## src/design/hae_pkg.sv

```systemverilog
// ============================================================================
// hae_pkg
// Shared types and character constants for the attribute escaper.
// ============================================================================
package hae_pkg;

    typedef enum logic [2:0] {
        K_PLAIN,
        K_AMP,
        K_LT,
        K_GT,
        K_QUOT,
        K_APOS,
        K_CTRL
    } t_kind;

    // data holds the raw byte for plain, or {tens, ones} digits for control
    typedef struct packed {
        t_kind      kind;
        logic [7:0] data;
        logic [2:0] len;
    } t_entry;

    localparam logic [7:0] C_SPACE = 8'h20;
    localparam logic [7:0] C_TAB   = 8'h09;
    localparam logic [7:0] C_AMP   = 8'h26;
    localparam logic [7:0] C_LT    = 8'h3C;
    localparam logic [7:0] C_GT    = 8'h3E;
    localparam logic [7:0] C_QUOT  = 8'h22;
    localparam logic [7:0] C_APOS  = 8'h27;
    localparam logic [7:0] C_HASH  = 8'h23;
    localparam logic [7:0] C_SEMI  = 8'h3B;
    localparam logic [7:0] C_ZERO  = 8'h30;

endpackage

```

## src/design/hae_front.sv

```systemverilog
// ============================================================================
// hae_front
// Accepts input bytes, classifies them and registers one queue entry.
// ============================================================================
module hae_front (
    input  logic            i_clk,
    input  logic            i_rst_n,
    input  logic            i_s_axis_tvalid,
    output logic            o_s_axis_tready,
    input  logic [7:0]      i_s_axis_tdata,   // [7:0] text_byte
    output logic            o_q_valid,
    input  logic            i_q_ready,
    output hae_pkg::t_entry o_q_entry
);
    import hae_pkg::*;

    logic   r_valid;
    t_entry r_entry;
    t_entry n_entry;
    logic [1:0] tens;
    logic [3:0] ones;
    logic [7:0] c;

    assign c = i_s_axis_tdata;

    always_comb begin
        if (c >= 8'd30) begin
            tens = 2'd3;
        end else if (c >= 8'd20) begin
            tens = 2'd2;
        end else if (c >= 8'd10) begin
            tens = 2'd1;
        end else begin
            tens = 2'd0;
        end
        ones = 4'(c - 8'd10 * {6'd0, tens});
    end

    always_comb begin
        n_entry.kind = K_PLAIN;
        n_entry.data = c;
        n_entry.len  = 3'd1;
        if (c < C_SPACE && c != C_TAB) begin
            n_entry.kind = K_CTRL;
            n_entry.data = {2'b00, tens, ones};
            n_entry.len  = (tens != 2'd0) ? 3'd5 : 3'd4;
        end else begin
            case (c)
                C_AMP: begin
                    n_entry.kind = K_AMP;
                    n_entry.len  = 3'd5;
                end
                C_LT: begin
                    n_entry.kind = K_LT;
                    n_entry.len  = 3'd4;
                end
                C_GT: begin
                    n_entry.kind = K_GT;
                    n_entry.len  = 3'd4;
                end
                C_QUOT: begin
                    n_entry.kind = K_QUOT;
                    n_entry.len  = 3'd6;
                end
                C_APOS: begin
                    n_entry.kind = K_APOS;
                    n_entry.len  = 3'd5;
                end
                default: begin
                    n_entry.kind = K_PLAIN;
                end
            endcase
        end
    end

    assign o_s_axis_tready = !r_valid || i_q_ready;
    assign o_q_valid       = r_valid;
    assign o_q_entry       = r_entry;

    always_ff @(posedge i_clk) begin
        if (!i_rst_n) begin
            r_valid <= 1'b0;
        end else if (o_s_axis_tready) begin
            r_valid <= i_s_axis_tvalid;
        end
        if (o_s_axis_tready && i_s_axis_tvalid) begin
            r_entry <= n_entry;
        end
    end

endmodule

```

## src/design/hae_queue.sv

```systemverilog
// ============================================================================
// hae_queue
// Small first-in first-out buffer of classified entries.
// ============================================================================
module hae_queue #(
    parameter int unsigned DEPTH = 4
) (
    input  logic            i_clk,
    input  logic            i_rst_n,
    input  logic            i_wr_valid,
    output logic            o_wr_ready,
    input  hae_pkg::t_entry i_wr_entry,
    output logic            o_rd_valid,
    input  logic            i_rd_ready,
    output hae_pkg::t_entry o_rd_entry
);
    import hae_pkg::*;

    localparam int unsigned PtrW = (DEPTH > 1) ? $clog2(DEPTH) : 1;
    localparam int unsigned CntW = $clog2(DEPTH + 1);

    t_entry            r_mem [DEPTH];
    logic [PtrW-1:0]   r_wr_ptr;
    logic [PtrW-1:0]   r_rd_ptr;
    logic [CntW-1:0]   r_count;
    logic              do_wr;
    logic              do_rd;

    assign o_wr_ready = r_count != CntW'(DEPTH);
    assign o_rd_valid = r_count != '0;
    assign o_rd_entry = r_mem[r_rd_ptr];
    assign do_wr      = i_wr_valid && o_wr_ready;
    assign do_rd      = o_rd_valid && i_rd_ready;

    always_ff @(posedge i_clk) begin
        if (!i_rst_n) begin
            r_wr_ptr <= '0;
            r_rd_ptr <= '0;
            r_count  <= '0;
        end else begin
            if (do_wr) begin
                r_wr_ptr <= (r_wr_ptr == PtrW'(DEPTH - 1)) ? '0 : r_wr_ptr + 1'b1;
            end
            if (do_rd) begin
                r_rd_ptr <= (r_rd_ptr == PtrW'(DEPTH - 1)) ? '0 : r_rd_ptr + 1'b1;
            end
            if (do_wr && !do_rd) begin
                r_count <= r_count + 1'b1;
            end else if (do_rd && !do_wr) begin
                r_count <= r_count - 1'b1;
            end
        end
        if (do_wr) begin
            r_mem[r_wr_ptr] <= i_wr_entry;
        end
    end

endmodule

```

## src/design/hae_back.sv

```systemverilog
// ============================================================================
// hae_back
// Expands one entry into its output run, one byte per transfer.
// ============================================================================
module hae_back (
    input  logic            i_clk,
    input  logic            i_rst_n,
    input  logic            i_q_valid,
    output logic            o_q_ready,
    input  hae_pkg::t_entry i_q_entry,
    output logic            o_m_axis_tvalid,
    input  logic            i_m_axis_tready,
    output logic [7:0]      o_m_axis_tdata,   // [7:0] out_byte
    output logic            o_m_axis_tlast    // run_last
);
    import hae_pkg::*;

    logic       r_busy;
    t_entry     r_entry;
    logic [2:0] r_idx;
    logic       r_m_valid;
    logic [7:0] r_m_data;
    logic       r_m_last;
    logic       out_adv;
    logic       cur_last;
    logic [7:0] cur_byte;
    logic       load;

    function automatic logic [7:0] char_at(input t_entry e, input logic [2:0] idx);
        logic [7:0] tens_ch;
        logic [7:0] ones_ch;
        tens_ch = C_ZERO + {6'd0, e.data[5:4]};
        ones_ch = C_ZERO + {4'd0, e.data[3:0]};
        char_at = C_SEMI;
        case (e.kind)
            K_PLAIN: char_at = e.data;
            K_AMP: begin
                case (idx)
                    3'd0:    char_at = C_AMP;
                    3'd1:    char_at = 8'h61;
                    3'd2:    char_at = 8'h6D;
                    3'd3:    char_at = 8'h70;
                    default: char_at = C_SEMI;
                endcase
            end
            K_LT, K_GT: begin
                case (idx)
                    3'd0:    char_at = C_AMP;
                    3'd1:    char_at = (e.kind == K_LT) ? 8'h6C : 8'h67;
                    3'd2:    char_at = 8'h74;
                    default: char_at = C_SEMI;
                endcase
            end
            K_QUOT: begin
                case (idx)
                    3'd0:    char_at = C_AMP;
                    3'd1:    char_at = 8'h71;
                    3'd2:    char_at = 8'h75;
                    3'd3:    char_at = 8'h6F;
                    3'd4:    char_at = 8'h74;
                    default: char_at = C_SEMI;
                endcase
            end
            K_APOS: begin
                case (idx)
                    3'd0:    char_at = C_AMP;
                    3'd1:    char_at = C_HASH;
                    3'd2:    char_at = 8'h33;
                    3'd3:    char_at = 8'h39;
                    default: char_at = C_SEMI;
                endcase
            end
            K_CTRL: begin
                case (idx)
                    3'd0:    char_at = C_AMP;
                    3'd1:    char_at = C_HASH;
                    3'd2:    char_at = (e.len == 3'd5) ? tens_ch : ones_ch;
                    3'd3:    char_at = (e.len == 3'd5) ? ones_ch : C_SEMI;
                    default: char_at = C_SEMI;
                endcase
            end
            default: char_at = e.data;
        endcase
    endfunction

    assign out_adv   = !r_m_valid || i_m_axis_tready;
    assign cur_byte  = char_at(r_entry, r_idx);
    assign cur_last  = r_idx == (r_entry.len - 3'd1);
    assign o_q_ready = !r_busy || (out_adv && cur_last);
    assign load      = o_q_ready && i_q_valid;

    assign o_m_axis_tvalid = r_m_valid;
    assign o_m_axis_tdata  = r_m_data;
    assign o_m_axis_tlast  = r_m_last;

    always_ff @(posedge i_clk) begin
        if (!i_rst_n) begin
            r_busy    <= 1'b0;
            r_idx     <= '0;
            r_m_valid <= 1'b0;
        end else begin
            if (out_adv) begin
                r_m_valid <= r_busy;
            end
            if (load) begin
                r_busy <= 1'b1;
                r_idx  <= '0;
            end else if (r_busy && out_adv) begin
                if (cur_last) begin
                    r_busy <= 1'b0;
                end else begin
                    r_idx <= r_idx + 3'd1;
                end
            end
        end
        if (out_adv && r_busy) begin
            r_m_data <= cur_byte;
            r_m_last <= cur_last;
        end
        if (load) begin
            r_entry <= i_q_entry;
        end
    end

endmodule

```

## src/design/html_attribute_escape.sv

```systemverilog
// Throughput: plain bytes at one per cycle while the output accepts them; an
// escaped byte keeps the expander busy while it emits its 4 to 6 byte run.
// The entry queue absorbs input while a run drains.
// Reset (synchronous, active low) empties the front register, queue and output.
// ============================================================================
// html_attribute_escape
// HTML attribute entity escaper: one input byte to a run of 1..6 bytes.
// ============================================================================
module html_attribute_escape #(
    parameter int unsigned QUEUE_DEPTH = 4
) (
    input  logic       i_clk,
    input  logic       i_rst_n,
    input  logic       i_s_axis_tvalid,
    output logic       o_s_axis_tready,
    input  logic [7:0] i_s_axis_tdata,    // [7:0] text_byte
    output logic       o_m_axis_tvalid,
    input  logic       i_m_axis_tready,
    output logic [7:0] o_m_axis_tdata,    // [7:0] out_byte
    output logic       o_m_axis_tlast     // run_last
);
    import hae_pkg::*;

    logic   fq_valid;
    logic   fq_ready;
    t_entry fq_entry;
    logic   qb_valid;
    logic   qb_ready;
    t_entry qb_entry;

    hae_front u_front (
        .i_clk           (i_clk),
        .i_rst_n         (i_rst_n),
        .i_s_axis_tvalid (i_s_axis_tvalid),
        .o_s_axis_tready (o_s_axis_tready),
        .i_s_axis_tdata  (i_s_axis_tdata),
        .o_q_valid       (fq_valid),
        .i_q_ready       (fq_ready),
        .o_q_entry       (fq_entry)
    );

    hae_queue #(
        .DEPTH (QUEUE_DEPTH)
    ) u_queue (
        .i_clk      (i_clk),
        .i_rst_n    (i_rst_n),
        .i_wr_valid (fq_valid),
        .o_wr_ready (fq_ready),
        .i_wr_entry (fq_entry),
        .o_rd_valid (qb_valid),
        .i_rd_ready (qb_ready),
        .o_rd_entry (qb_entry)
    );

    hae_back u_back (
        .i_clk           (i_clk),
        .i_rst_n         (i_rst_n),
        .i_q_valid       (qb_valid),
        .o_q_ready       (qb_ready),
        .i_q_entry       (qb_entry),
        .o_m_axis_tvalid (o_m_axis_tvalid),
        .i_m_axis_tready (i_m_axis_tready),
        .o_m_axis_tdata  (o_m_axis_tdata),
        .o_m_axis_tlast  (o_m_axis_tlast)
    );

endmodule

```

## config.mk

```make
export PLATFORM = sky130hd
export DESIGN_NAME = html_attribute_escape
export DESIGN_NICKNAME = d
export VERILOG_FILES = /design/src/design/hae_pkg.sv /design/src/design/hae_front.sv /design/src/design/hae_queue.sv /design/src/design/hae_back.sv /design/src/design/html_attribute_escape.sv
export SDC_FILE = /design/constraint.sdc
export NUM_CORES = 1
export LEC_CHECK = 0
export ABC_AREA = 1
export BUFFER_PORTS_ARGS = -buffer_cell sky130_fd_sc_hd__buf_2
export CORE_MARGIN = 2
export CORE_UTILIZATION = 25
export CTS_CLUSTER_DIAMETER = 60
export DETAILED_ROUTE_END_ITERATION = 16
export SLEW_MARGIN = 20
export SYNTH_ARGS = -nofsm -noshare
export SYNTH_HDL_FRONTEND = slang
export SYNTH_HIERARCHICAL = 1
export SYNTH_SLANG_ARGS = --single-unit
export TNS_END_PERCENT = 100
```

## constraint.sdc

```tcl
create_clock -name i_clk -period 2.6 [get_ports i_clk]
set_input_delay 0.26 -clock i_clk [delete_from_list [all_inputs] [get_ports i_clk]]
set_output_delay 0.26 -clock i_clk [all_outputs]
set_load 0.005 [all_outputs]
```

==> results.md <==
* Status: complete, no violations
* Internal reg-to-reg setup slack at 0.34 ns
* DRT iter0 DRCs at approximately 170
* Synth area leader: edfxtp_1
* Worst VDD drop at 337 uV
* Synthesized instance count at 494
* Overall Global Routing Usage at 0.0879
* Boundary Pins at 23
* Cell variety after synth at 39
* Largest net degree at the start of global routing at 29
* H-tree levels at 3
* Worst setup EP type: register
* CTS Sinks at 108
* Die ar. at 22,100 um^2
* Final WL at 9070 um
* Drt first pass iters at 4
* Wire length per cell at 11.3 um
* Number of fill cells at 2,094
* Synthesized area per cell at roughly 11 um^2
* Leakage power at 2.32 nW
* CTS resizes at 0
* Power Total at 0.00581 W
* Port bufs at 22
* CTS tree: done
* Dpl ws at ~0.32 ns
* Final ANT Viol Nets at 0
* Initial Utilization at 0.257
* Global-route wire length before repair at 15,600 um
* Mapped Nets at 523
* CTS buffer count at 9
* Die width at 149 um
* Core footprint at 20,400 um^2
* Routed length on met1 at 4290 um
* Fmax at 442 MHz
* Top cells by area, synth: edfxtp_1 53%, nand2_1 5.8%, dfxtp_1 5.7%, nor2_1 4.5%, inv_1 3.9%
* Max_cap viols at 0
* Maximum buffer depth of the clock tree at 2
* Post-synthesis sequential area ratio at 0.592
* Final hold vios at 0
* Initial antenna violation count at 0
* CP Data Arrival Time at approximately 2.5 ns
* Setup Fix Bufs, Post-CTS at 0
* Max FO, Critical Path at 5
* Setup Crit Path Kind: register to register
* Max Slew Vio Count at 0
* Die height at roughly 150 um
* Vias in the first global route at 3,221
* Final nets at 555
* Crit path launch type: register
* Cell area power density at 976 nW/um^2
* Final period util at 0.871
* Detailed Place HPWL at between 6000 and 7000 um
* Routed via count at 3,342
* Worst Max-Slew Pin Slew at between 0.5 and 0.6 ns
* CTS root buf: clkbuf_16
* Diode count at 0
* DR top layer: met4
* Total grt overflow at 0
* Final setup fails at 0
* Post-route setup slack at 0.336 ns
* YS warnings at 6
* Cts hold-fix bufs at 0
* Met3 routed WL at 377 um
* Clk_skew at 0.00798 ns
* Area share of the largest cell type after synthesis at 0.534
* Hold Slack at 0.144 ns
* Final Wtd Congestion at 0.860
* Post-synthesis instance area at 5230 um^2
* Hold Path Class: primary input to register
* Number of synthesized register bits at roughly 110
* Relative slew slack at 0.632
* DRC viols at 0
* Row Count at 52
* Worst-Skew Late Latency at between 0.3 and 0.4 ns
* Vias/cell at 4.17
* Layout Area Growth over Synthesis at 13.9%
* CP required at 2.84 ns
* CTS clk-pin slew, worst paths at approximately 0.07 ns
* RSZ-0062 raised after global routing: false
* Final Critical Period at approximately 2.3 ns
* TNS Setup at 0 ns
* Met2 WL post-DR at 4270 um
* Layout cell share with drive strength beyond 1 at 0.200
## path summary, 6_finish.rpt
path	end	startpoint	cells after the start
setup / recovery	u_queue/r_count[1]	u_back/r_entry[0]	12
hold / removal	u_front/o_q_entry[3]	i_s_axis_tdata[0]	1
setup reg to reg	u_queue/r_count[1]	u_back/r_entry[0]	12
hold reg to reg	u_back/o_m_axis_tvalid	u_back/r_busy	2
## worst max-delay path, stage by stage, from the launching register on
cell and delay [ns]:
edfxtp_1 0.42, inv_1 0.09, ha_1 0.24, xnor2_1 0.13, nor2_2 0.12, nand3_1 0.10
nand2_2 0.10, nand2_4 0.07, ha_1 0.19, inv_1 0.08, fa_1 0.40, o21ai_0 0.16
nor2_1 0.05
## placed cells by master (no fill, tap or decap), types with 4 or more instances in the layout
master,synthesis,routed
edfxtp_1,93,93
nor2_2,8,8
o21ai_2,6,6
nor2_4,4,4
inv_1,54,54
buf_2,1,22
nand3_1,21,21
a21oi_1,14,14
clkbuf_16,0,9
ha_1,15,15
nand2_2,7,7
nand2_1,81,81
inv_2,9,9
nor2_1,62,62
o21ai_0,27,27
nand4_1,4,4
nand2_4,8,8
dfxtp_1,15,15
o22ai_1,8,8
nand3_2,6,6
buf_4,2,8
o22ai_2,6,6
o21ai_1,17,17
## synth_stat cells (all sizes together)
cell type,count
nand2,97
edfxtp,93
nor2,74
inv,64
o21ai,51
nand3,27
dfxtp,15
ha,15
a21oi,14
o22ai,14
buf,7
nand4,5
nand3b,3
o211ai,3
clkbuf,2
fa,2
nor3,2
or2,2
a21boi,1
a22oi,1
nor4,1
xnor2,1
## per-layer routing
| layer | track usage | up-vias |
|---|---|---|
| li1 | - | 1743 |
| met1 | 0.115 | 1524 |
| met2 | 0.144 | 62 |
| met3 | 0.0233 | 13 |
| met4 | 0.0248 | 0 |
| met5 | 0 | - |
## registers in the layout (all words and copies together) (netlist names), named ones only
| register | cells |
|---|---|
| u_back/o_m_axis_tdata | 8 |
| u_back/o_m_axis_tlast | 1 |
| u_back/o_m_axis_tvalid | 1 |
| u_back/r_busy | 1 |
| u_back/r_entry | 14 |
| u_back/r_idx | 3 |
| u_front/o_q_entry | 14 |
| u_front/o_q_valid | 1 |
| u_queue/r_count | 3 |
| u_queue/r_mem | 56 |
| u_queue/r_rd_ptr | 2 |
| u_queue/r_wr_ptr | 2 |
## metrics by stage
step                      std cells  cell area, um^2  utilization
after floorplan                 494             5230            -
after global placement          785             5650        0.278
after detailed placement        785             5650        0.278
after CTS                       801             5950        0.292
after global routing            801             5950        0.292
final                           801             5950        0.292
## power by group
group | internal (W) | switching [W]
Sequential | 0.00234 | 0.000222
Combinational | 0.000683 | 0.00123
Clock | 0.000682 | 0.000649
Total | 0.00371 | 0.00210
## cell type report
type                       count  area, um^2  share of cell area
clock inverter                 7        75.1              0.0126
clock buffer                   9         225              0.0378
tap                          270         338              0.0567
inverter                      64         243              0.0408
sequential                   108        3090               0.520
multi-input combinational    313        1810               0.304
timing repair buffer          30         170              0.0286
## cell families after synthesis
logic type	Yosys count	share of synthesized area
compound gates	84	0.0998
xor+xnor	1	0.00168
fa+ha+maj	17	0.0436
buf+inv	73	0.0620
flops	108	0.592
simple gates	211	0.201
No activity file was read; power rests on OpenSTA's default activity.
